**config.mk**
```make
export PLATFORM = sky130hd
export DESIGN_NAME = gregorian_days_between_dates_core_flat
export DESIGN_NICKNAME = d
export VERILOG_FILES = /design/src/hw/rtl/gdbd_pkg.sv /design/src/hw/rtl/gdbd_chan_if.sv /design/src/hw/rtl/gregorian_days_between_dates_core.sv /design/src/flat_wrapper.sv
export SDC_FILE = /design/constraint.sdc
export NUM_CORES = 2
export LEC_CHECK = 0
export BUFFER_PORTS_ARGS = -buffer_cell sky130_fd_sc_hd__buf_2
export CAP_MARGIN = 20
export CELL_PAD_IN_SITES_DETAIL_PLACEMENT = 1
export CELL_PAD_IN_SITES_GLOBAL_PLACEMENT = 1
export CORE_ASPECT_RATIO = 0.75
export CORE_MARGIN = 3
export CORE_UTILIZATION = 53
export DETAILED_ROUTE_END_ITERATION = 12
export PLACE_DENSITY = 0.85
export SYNTH_ARGS = -nofsm -noshare
export SYNTH_HDL_FRONTEND = slang
export SYNTH_SLANG_ARGS = --single-unit
export TNS_END_PERCENT = 5
```
**constraint.sdc**
```tcl
create_clock -name clk -period 17.85 [get_ports clk]
set_clock_uncertainty 0.2 [all_clocks]
set_input_delay 2.6775 -clock clk [delete_from_list [all_inputs] [get_ports clk]]
set_output_delay 2.6775 -clock clk [all_outputs]
set_load 0.02 [all_outputs]
```
**src/hw/rtl/gdbd_pkg.sv**
```systemverilog
// ----------------------------------------------------------------------------
// gdbd_pkg
// Types, status codes and date arithmetic helpers for the days-between core.
// ----------------------------------------------------------------------------
package gdbd_pkg;

    localparam int YEAR_W   = 14;
    localparam int MONTH_W  = 4;
    localparam int DAY_W    = 5;
    localparam int STATUS_W = 2;
    localparam int COUNT_W  = 19;
    localparam int SERIAL_W = 23;   // covers year 16383 day 31 of month 12

    localparam logic [YEAR_W:0]    SPAN_YEARS = 15'd1000;
    localparam logic [COUNT_W-1:0] COUNT_MAX  = '1;

    localparam logic [STATUS_W-1:0] ST_OK    = 2'd0;
    localparam logic [STATUS_W-1:0] ST_SPAN  = 2'd1;
    localparam logic [STATUS_W-1:0] ST_ORDER = 2'd2;

    typedef struct packed {
        logic [YEAR_W-1:0]  start_year;
        logic [MONTH_W-1:0] start_month;
        logic [DAY_W-1:0]   start_day;
        logic [YEAR_W-1:0]  end_year;
        logic [MONTH_W-1:0] end_month;
        logic [DAY_W-1:0]   end_day;
    } query_t;

    typedef struct packed {
        logic [STATUS_W-1:0] status;
        logic [COUNT_W-1:0]  day_count;
    } answer_t;

    // floor(n / 25) for n < 8192 via reciprocal multiply (5243 / 2^17)
    function automatic logic [8:0] div25(input logic [12:0] n);
        logic [25:0] prod;
        prod = {13'd0, n} * 26'd5243;
        return prod[25:17];
    endfunction

    // Days in the year before the first of the month; idx 0 is January
    function automatic logic [8:0] days_before(input logic [MONTH_W-1:0] idx);
        logic [8:0] d;
        case (idx)
            4'd0:    d = 9'd0;
            4'd1:    d = 9'd31;
            4'd2:    d = 9'd59;
            4'd3:    d = 9'd90;
            4'd4:    d = 9'd120;
            4'd5:    d = 9'd151;
            4'd6:    d = 9'd181;
            4'd7:    d = 9'd212;
            4'd8:    d = 9'd243;
            4'd9:    d = 9'd273;
            4'd10:   d = 9'd304;
            4'd11:   d = 9'd334;
            default: d = 9'd0;
        endcase
        return d;
    endfunction

    function automatic logic is_leap(input logic [YEAR_W-1:0] y);
        logic [8:0]        q100;
        logic [YEAR_W-1:0] hund;
        q100 = div25({1'b0, y[YEAR_W-1:2]});
        hund = YEAR_W'({5'd0, q100} * 14'd100);
        return (y[1:0] == 2'b00) && ((y != hund) || (q100[1:0] == 2'b00));
    endfunction

    // Days from the first day of year 0 to (y, m, d), plus one.
    // Month 0 counts as January, months above 12 as December.
    function automatic logic [SERIAL_W-1:0] day_serial(
        input logic [YEAR_W-1:0]  y,
        input logic [MONTH_W-1:0] m,
        input logic [DAY_W-1:0]   d
    );
        logic [YEAR_W:0]      y3;
        logic [YEAR_W:0]      y99;
        logic [YEAR_W:0]      y399;
        logic [12:0]          q4;
        logic [8:0]           q100;
        logic [8:0]           q400;
        logic [12:0]          leaps;
        logic [MONTH_W-1:0]   mm;
        logic [SERIAL_W-1:0]  s;
        y3    = {1'b0, y} + 15'd3;
        y99   = {1'b0, y} + 15'd99;
        y399  = {1'b0, y} + 15'd399;
        q4    = y3[YEAR_W:2];
        q100  = div25(y99[YEAR_W:2]);
        q400  = div25({2'd0, y399[YEAR_W:4]});
        leaps = q4 - {4'd0, q100} + {4'd0, q400};
        if (m == 4'd0)
            mm = 4'd1;
        else if (m > 4'd12)
            mm = 4'd12;
        else
            mm = m;
        s = {9'd0, y} * 23'd365
          + {10'd0, leaps}
          + {14'd0, days_before(mm - 4'd1)}
          + {18'd0, d}
          + {22'd0, (mm > 4'd2) && is_leap(y)};
        return s;
    endfunction

endpackage

```
**src/hw/rtl/gdbd_chan_if.sv**
```systemverilog
// ----------------------------------------------------------------------------
// gdbd_chan_if
// Valid/ready channel carrying one payload beat per handshake.
// ----------------------------------------------------------------------------
interface gdbd_chan_if #(
    parameter type T = logic
);
    logic valid;
    logic ready;
    T     data;

    modport source (output valid, output data, input ready);
    modport sink   (input valid, input data, output ready);
endinterface

```
**src/hw/rtl/gregorian_days_between_dates_core.sv**
```systemverilog
// ----------------------------------------------------------------------------
// gregorian_days_between_dates_core
// Day count between two Gregorian dates, one query per beat.
//
// Each req beat carries a start and an end date; each rsp beat carries a
// status and the number of days from start to end. Status ST_SPAN is given
// when the end falls on or after the start moved forward 1000 years
// (compared year, month, day), ST_ORDER when the end precedes the start;
// day_count is zero for both. An accepted query passes the input register,
// then the result register; one query is accepted every cycle while rsp
// does not stall. The day-serial conversion is combinational and uses only
// multiplies by constants. Backpressure on rsp stalls
// the pipe; req.ready stays high as long as a register slot is free.
// ----------------------------------------------------------------------------
module gregorian_days_between_dates_core (
    input logic clk,
    input logic rst_n,
    gdbd_chan_if.sink   req,
    gdbd_chan_if.source rsp
);

    // Input stage
    logic                 s1_valid_reg;
    gdbd_pkg::query_t     s1_data_reg;
    // Result stage
    logic                 out_valid_reg;
    gdbd_pkg::answer_t    out_data_reg;

    logic                 out_free;
    logic                 s1_move;
    logic                 req_beat;

    gdbd_pkg::answer_t    ans_next;
    logic [gdbd_pkg::YEAR_W:0]     span_year;
    logic                          past_span;
    logic                          before_start;
    logic [gdbd_pkg::SERIAL_W-1:0] ser_a;
    logic [gdbd_pkg::SERIAL_W-1:0] ser_b;
    logic [gdbd_pkg::SERIAL_W-1:0] diff;

    assign out_free  = !out_valid_reg || rsp.ready;
    assign s1_move   = s1_valid_reg && out_free;
    assign req.ready = !s1_valid_reg || out_free;
    assign req_beat  = req.valid && req.ready;

    // Lexicographic compares: fixed-width fields concatenate in order.
    always_comb
    begin
        span_year    = {1'b0, s1_data_reg.start_year} + gdbd_pkg::SPAN_YEARS;
        past_span    = {1'b0, s1_data_reg.end_year, s1_data_reg.end_month,
                        s1_data_reg.end_day}
                    >= {span_year, s1_data_reg.start_month, s1_data_reg.start_day};
        before_start = {s1_data_reg.end_year, s1_data_reg.end_month,
                        s1_data_reg.end_day}
                     < {s1_data_reg.start_year, s1_data_reg.start_month,
                        s1_data_reg.start_day};
        ser_a = gdbd_pkg::day_serial(s1_data_reg.start_year, s1_data_reg.start_month,
                                     s1_data_reg.start_day);
        ser_b = gdbd_pkg::day_serial(s1_data_reg.end_year, s1_data_reg.end_month,
                                     s1_data_reg.end_day);
        diff  = ser_b - ser_a;

        ans_next.day_count = '0;
        if (past_span)
        begin
            ans_next.status = gdbd_pkg::ST_SPAN;
        end
        else if (before_start)
        begin
            ans_next.status = gdbd_pkg::ST_ORDER;
        end
        else
        begin
            ans_next.status = gdbd_pkg::ST_OK;
            // Out-of-range days can make the serial difference negative
            if (ser_b > ser_a)
            begin
                if (diff > {4'd0, gdbd_pkg::COUNT_MAX})
                    ans_next.day_count = gdbd_pkg::COUNT_MAX;
                else
                    ans_next.day_count = diff[gdbd_pkg::COUNT_W-1:0];
            end
        end
    end

    always_ff @(posedge clk or negedge rst_n)
    begin
        if (!rst_n)
        begin
            s1_valid_reg  <= 1'b0;
            out_valid_reg <= 1'b0;
        end
        else
        begin
            if (req.ready)
                s1_valid_reg <= req.valid;
            if (out_free)
                out_valid_reg <= s1_valid_reg;
        end
    end

    always_ff @(posedge clk)
    begin
        if (req_beat)
            s1_data_reg <= req.data;
        if (s1_move)
            out_data_reg <= ans_next;
    end

    assign rsp.valid = out_valid_reg;
    assign rsp.data  = out_data_reg;

    // ------------------------------------------------------------------------
    // Assertions
    // ------------------------------------------------------------------------
    a_err_zero_count: assert property (@(posedge clk) disable iff (!rst_n)
        (rsp.valid && rsp.data.status != gdbd_pkg::ST_OK) |-> rsp.data.day_count == '0)
        else $error("nonzero day_count with error status");

    a_status_code: assert property (@(posedge clk) disable iff (!rst_n)
        rsp.valid |-> (rsp.data.status == gdbd_pkg::ST_OK ||
                       rsp.data.status == gdbd_pkg::ST_SPAN ||
                       rsp.data.status == gdbd_pkg::ST_ORDER))
        else $error("undefined status code");

    a_beat_lands: assert property (@(posedge clk) disable iff (!rst_n)
        req_beat |=> s1_valid_reg)
        else $error("accepted beat lost in input stage");

    a_stall_holds: assert property (@(posedge clk) disable iff (!rst_n)
        (s1_valid_reg && out_valid_reg && !rsp.ready) |=>
            (s1_valid_reg && $stable(s1_data_reg)))
        else $error("input stage dropped during result stall");

endmodule

```
**src/flat_wrapper.sv**
```systemverilog
// flat-port wrapper written by rule: the top's interface ports become plain ports
module gregorian_days_between_dates_core_flat 
  (clk, rst_n, req_valid, req_data, req_ready, rsp_valid, rsp_data, rsp_ready);
  gdbd_chan_if #(.T(gdbd_pkg::query_t)) req_i ();
  gdbd_chan_if #(.T(gdbd_pkg::answer_t)) rsp_i ();
  input logic clk;
  input logic rst_n;
  input wire logic [$bits(req_i.valid)-1:0] req_valid;
  input wire logic [$bits(req_i.data)-1:0] req_data;
  output wire logic [$bits(req_i.ready)-1:0] req_ready;
  output wire logic [$bits(rsp_i.valid)-1:0] rsp_valid;
  output wire logic [$bits(rsp_i.data)-1:0] rsp_data;
  input wire logic [$bits(rsp_i.ready)-1:0] rsp_ready;
  assign req_i.valid = req_valid;
  assign req_i.data = req_data;
  assign req_ready = req_i.ready;
  assign rsp_valid = rsp_i.valid;
  assign rsp_data = rsp_i.data;
  assign rsp_i.ready = rsp_ready;
  gregorian_days_between_dates_core u_core (.clk(clk), .rst_n(rst_n), .req(req_i), .rsp(rsp_i));
endmodule
```
After elaboration in Yosys (flattened, before gate mapping) --
Memories as Yosys holds them, arrays and structs flattened. Cells that the tools add are included.
Word-level totals: register bits after elaboration 69, memories kept 2, output and inout bits 23, bits in read-only memories 288, logic and storage cells 80
Memory list:
- (no name shown) | depth 16, bits a word 9, read ports 1, clocked after Yosys merged registers in 0, wr ports 0, line gdbd_pkg.sv:45 | case (idx)
- (no name shown) | depth 16, bits a word 9, read ports 1, clocked after Yosys merged registers in 0, wr ports 0, line gdbd_pkg.sv:45
Cells by class: $lt $le $gt $ge 8, add/sub/neg operators 22, reduce and logical (&&, ||, !) cells 19, $mul 10, bitwise gates (word level) 1, multiplexer cells 6, equality and inequality tests 2
Operators with widths (count):
- $mul 13x13->26 const B | 2
- $mul 12x13->25 const B | 2
- $mul 11x13->24 const B | 2
- $add 23x1->23 | 2
- $add 23x13->23 | 2
- $add 23x5->23 | 2
- $add 23x9->23 | 2
- $mul 14x9->23 const B | 2
- $add 14x2->15 const B | 2
- $add 14x7->15 const B | 2
- $add 14x9->15 const B | 2
- $ne 14x14->1 | 2
- $add 13x7->13 | 2
- $sub 13x9->13 | 2
- $ge 23x24->1 | 1
- $mul 8x5->12 const B | 2
- $gt 23x19->1 const B | 1
- $gt 23x23->1 | 1
- $lt 23x23->1 | 1
- $sub 23x23->23 | 1
- $mux 19 | 1
- $mux 4 | 4
- $add 14x10->15 const B | 1
- $gt 4x2->1 const B | 2
- 10 further kinds | 25

Longest topological paths before layout --
word-level depth 11, mapped depth 64, mapped depth without buffers 62

Least setup slack after synthesis --
No wires, ideal clock.
path type reg-to-reg, start point register u_core.s1_data_reg[11] in the netlist's numbering, end point register u_core.out_data_reg, in the netlist u_core.rsp.data[10], data pin, data arrival time 13.620 ns, period minus slack after synthesis 14.105 ns, stages on the path, launching flop included 55, path slack 3.745 ns, data required time 17.365 ns, buffers on the path 2, library setup time 0.285 ns, cells stage by stage edfxtp_1 clkbuf_1 inv_1 ha_1 o21ai_0 nand2_1 and3_1 a21oi_1 o21ai_0 xnor2_1 inv_1 fa_1 fa_1 fa_1 fa_1 fa_1 inv_1 ha_1 (+19 left out) fa_1 fa_1 ha_1 a211oi_1 a211oi_1 nor3_1 o311ai_0 a2111oi_0 a311oi_1 ha_1 xor2_1 nor3_1 a31oi_1 o22a_1 or4_1 a31oi_4 buf_6 a2111oi_2
On the way: cells in the longest elaborated chain, start to end 11, elaborated cells between the ends (all ways) 27, classes of those cells 10 x add/sub; 5 x mul; 4 x order compare; 1 x eq/ne; 1 x mux; 1 x bitwise; 5 x reduce/logical
RTL lines:
- from (decl) | line gregorian_days_between_dates_core.sv:24 | gdbd_pkg::query_t s1_data_reg;
- from (signal assigned) | line gregorian_days_between_dates_core.sv:105 | s1_data_reg <= req.data;
- $add 14x7->15 | line gdbd_pkg.sv:88 | y99 = {1'b0, y} + 15'd99;
- $mul 13x13->26 | line gdbd_pkg.sv:38 | prod = {13'd0, n} * 26'd5243;
- $sub 13x9->13 | line gdbd_pkg.sv:93 | leaps = q4 - {4'd0, q100} + {4'd0, q400};
- $add 13x7->13 | line gdbd_pkg.sv:93
- $add 23x13->23 | line gdbd_pkg.sv:101 | + {10'd0, leaps}
- $add 23x9->23 | line gdbd_pkg.sv:102 | + {14'd0, days_before(mm - 4'd1)}
- $add 23x5->23 | line gdbd_pkg.sv:103 | + {18'd0, d}
- $add 23x1->23 | line gdbd_pkg.sv:104 | + {22'd0, (mm > 4'd2) && is_leap(y)};
- $sub 23x23->23 or $gt 23x23->1 (tied branches) | line gregorian_days_between_dates_core.sv:61, gregorian_days_between_dates_core.sv:76
- $gt 23x19->1 or $not 1->1 (tied branches)
- $mux 19 or $reduce_or 3->1 (tied branches)
- to (signal assigned) | line gregorian_days_between_dates_core.sv:107 | out_data_reg <= ans_next;
- to (decl) | line gregorian_days_between_dates_core.sv:27 | gdbd_pkg::answer_t out_data_reg;
Several ways; a longest one is shown, not always the timed one. A chain may end at the register's enable or synchronous reset.

Worst setup path in the final report --
start point register u_core.s1_data_reg[16] in the netlist's numbering, end point register u_core.out_data_reg, in the netlist u_core.rsp.data[3], data pin
Same word-level chain as after synthesis.

==> flow_metrics.env <==
export IMPL_outcome="finished, final reports clean"
export IMPL_drt_wl_total_um=93300
export IMPL_nNetsFinal=4743
export IMPL_timing_fmax_ghz=0.0597
export IMPL_synth_compound_area_share_pct=10.2
export IMPL_seq_area_sq_um=2060
export IMPL_synth_area_per_cell_sq_um=9.49
export IMPL_ys_top_cells_by_count="inv_1, ha_1, fa_1, xnor2_1, a21oi_1"
export IMPL_grt_util_all_layers_pct=30.2
export IMPL_worst_slew_pin_slew_ps=1150
export IMPL_cts_max_level=3
export IMPL_fin_setup_tns_ps=0
export IMPL_clk_latency_ps=390
export IMPL_syn_area_sq_um=31900
export IMPL_yosysTopAreaCell="ha_1"
export IMPL_clk_pin_slew_ps=70
export IMPL_via_count=24400
export IMPL_min_period_over_period_pct=93.8
export IMPL_io_pins=73
export IMPL_synth_edf_count=67
export IMPL_hold_start="u_core.s1_valid_reg$_DFFE_PN0N_"
export IMPL_grt_pass1_vias=27300
export IMPL_drive_gt1_share_pct=4.61
export IMPL_rsz0062_at_grt="no"
export IMPL_gp_congestion=0.935
export IMPL_crit_fanout=19
export IMPL_yosysMostFrequentCell="inv_1"
export IMPL_critPathKind="flop to flop"
export IMPL_cts_tree="built"
export IMPL_die_h_um=218
export IMPL_grt_max_degree=47
export IMPL_postRouteAntennaNets=0
export IMPL_synth_top_cell_area_share_pct=31.9
export IMPL_die_w_um=289
export IMPL_hold_path_class="flop to flop"
export IMPL_synth_top_family_by_area="adder cells"
export IMPL_grt_antenna_before_repair=1
export IMPL_antenna_cells=0
export IMPL_slew_viol_final=0
export IMPL_postSynthCellCount=3357
export IMPL_drt_wirelength_per_cell_um=22.0
export IMPL_drcViolationCount=0
export IMPL_timing_rr_start="u_core.s1_data_reg[16]$_DFFE_PP_"
export IMPL_synth_fp_nets=4654
export IMPL_muxShareOfSynthArea_pct=0.126
export IMPL_yosysSeqAreaShare_pct=6.47
export IMPL_viasPerCell=5.74
export IMPL_grt_pass1_wl_um=148000
export IMPL_yosys_warnings=0
export IMPL_cts_sinks=69
export IMPL_drv_cap=0
export IMPL_largest_reg_flops=46
export IMPL_rows=77
export IMPL_ys_flop_type="edfxtp_1"
export IMPL_die_area_sq_um=63100
export IMPL_async_flop_share_pct=2.90
export IMPL_crit_top_cell="fa_1"
export IMPL_drt_first_iter_violations=1522
export IMPL_synthTopCellsByArea="ha_1, fa_1, inv_1, edfxtp_1, xnor2_1"
export IMPL_hold_viol=0
export IMPL_r2r_slack_ps=1100
export IMPL_core_area_sq_um=59300
export IMPL_period_needed_ps=16750
export IMPL_worst_ep_required_time_ps=17730
export IMPL_port_buffers=72
export IMPL_cp_start_kind="flop"
export IMPL_synth_cell_types=79
export IMPL_start_util_pct=53.8
export IMPL_area_delta_synth_final_pct=5.58
export IMPL_crit_arrival_ps=16630
export IMPL_postSynthRegisterBits=69
export IMPL_synth_simple_area_share_pct=6.86
export IMPL_cp_slowest_cell="edfxtp_1"
export IMPL_multi_input_area_sq_um=26400
export IMPL_layout_filler_cells=6815
export IMPL_dr_pass1_iters=5
export IMPL_dp_hpwl_um=81600
export IMPL_numCtsBuffers=9
export IMPL_ff2ff_path_depth=49
export IMPL_synthAdderAreaFrac_pct=59.2
export IMPL_maxSlewHeadroom_pct=22.9
export IMPL_setup_worst_path_end_class="flop"
export IMPL_setup_viol=0
export IMPL_overflow=0
export IMPL_synthXorXnorAreaFrac_pct=6.45
export IMPL_clockBufferDepth=2
export IMPL_whs_path_depth=1
export IMPL_rr_endpoint="u_core.rsp.data[3]$_SDFFCE_PP0P_"
export IMPL_max_stage_delay_ps=1050
export IMPL_cts_root_buf="clkbuf_16"
export IMPL_hold_end="u_core.rsp.valid$_DFFE_PN0P_"
area by class of cell:
type | instances | share of cell area [%]
multi-input cells | 2380 | 78.4
inverters | 884 | 9.86
flip-flops and latches | 69 | 6.13
well taps | 790 | 2.94
repair buffers | 102 | 1.76
clock buffers | 9 | 0.669
clock inverters | 7 | 0.205
stage by stage:
step	hold slack [ps]	cell area [sq um]	setup WS, ps	utilization, %	instances
2_1_floorplan	249	31900	3740	-	3357
3_3_place_gp	276	33200	1540	56.1	4209
3_5_place_dp	279	33200	1020	56.1	4210
4_1_cts	309	33500	968	56.6	4226
5_1_grt	332	33600	153	56.8	4241
6_report	309	33600	1100	56.8	4241
worst max-delay path: cells and delay by family, from the launching register on:
kind | cells | cell delay [ps]
and+or+nand+nor | 3 | 1130
DFF | 1 | 1050
xor gates and xnor gates | 4 | 1230
buffers and inverters | 4 | 580
AOI/OAI and AO/OA | 23 | 5630
adders and majority gates | 15 | 6590
what timing repair did:
item / 4_1_cts / 5_1_grt
hold endpoints to repair: 0 / 0
endpoints found under the setup margin: 0 / 16
hold buffers: 0 / 0
resized for setup: 0 / 1
buffers inserted: 0 / 10
cells by family (layout without fill, tap and decap cells):
family / count (synthesis) / after routing
AND/OR/NAND/NOR: 425 / 425
buffers and inverters: 908 / 1002
flip-flops: 69 / 69
XOR/XNOR: 233 / 233
adder cells (fa/ha/maj): 1247 / 1247
AO/OA/AOI/OAI: 471 / 471
multiplexers: 4 / 4
worst max path at each step:
stage                                           from                           endpoint  slack (ps)
global placement    u_core.s1_data_reg[11]$_DFFE_PP_   u_core.rsp.data[4]$_SDFFCE_PP0P_        1540
detailed placement  u_core.s1_data_reg[12]$_DFFE_PP_   u_core.rsp.data[3]$_SDFFCE_PP0P_        1020
CTS                 u_core.s1_data_reg[12]$_DFFE_PP_   u_core.rsp.data[0]$_SDFFCE_PP0P_         970
global route        u_core.s1_data_reg[16]$_DFFE_PP_  u_core.rsp.data[17]$_SDFFCE_PP0P_         150
finish              u_core.s1_data_reg[16]$_DFFE_PP_   u_core.rsp.data[3]$_SDFFCE_PP0P_        1100
floorplan           u_core.s1_data_reg[11]$_DFFE_PP_  u_core.rsp.data[10]$_SDFFCE_PP0P_        3740
placed cells by master, fill, tap and decap left out, types with 5 or more instances in the layout:
cell type and n:
inv_1 880, ha_1 813, fa_1 434, xnor2_1 166, a21oi_1 131, nor2_1 82, nand2_1 78, o21ai_0 75
buf_2 72, edfxtp_1 67, xor2_1 65, a21o_1 60, nand3_1 52, nor3_1 43, and3_1 31, buf_4 29
nand2b_1 24, and2_1 20, nand4_1 20, nor2b_1 20, o21bai_1 19, o21a_1 19, a211oi_1 18, o31ai_1 16
a31oi_1 14, o211ai_1 14, or2_2 13, a2111oi_2 13, or3_1 12, a2111oi_0 11, nor4_1 10, o2111ai_1 9
clkbuf_16 9, o22ai_1 6, o21ai_1 6, a211o_1 5
metal layers:
metal / up-vias / share of wire, % / GRT usage [%]
li1: 11200 / - / -
met2: 708 / 45 / 48.2
met1: 12300 / 46 / 43.0
met5: - / 0 / 0
met3: 126 / 6.8 / 5.83
met4: 0 / 2.0 / 5.94
Power is left out: the tool's default activity adds up to more than one toggle a clock period on the data nets, which glitch-free logic cannot reach.
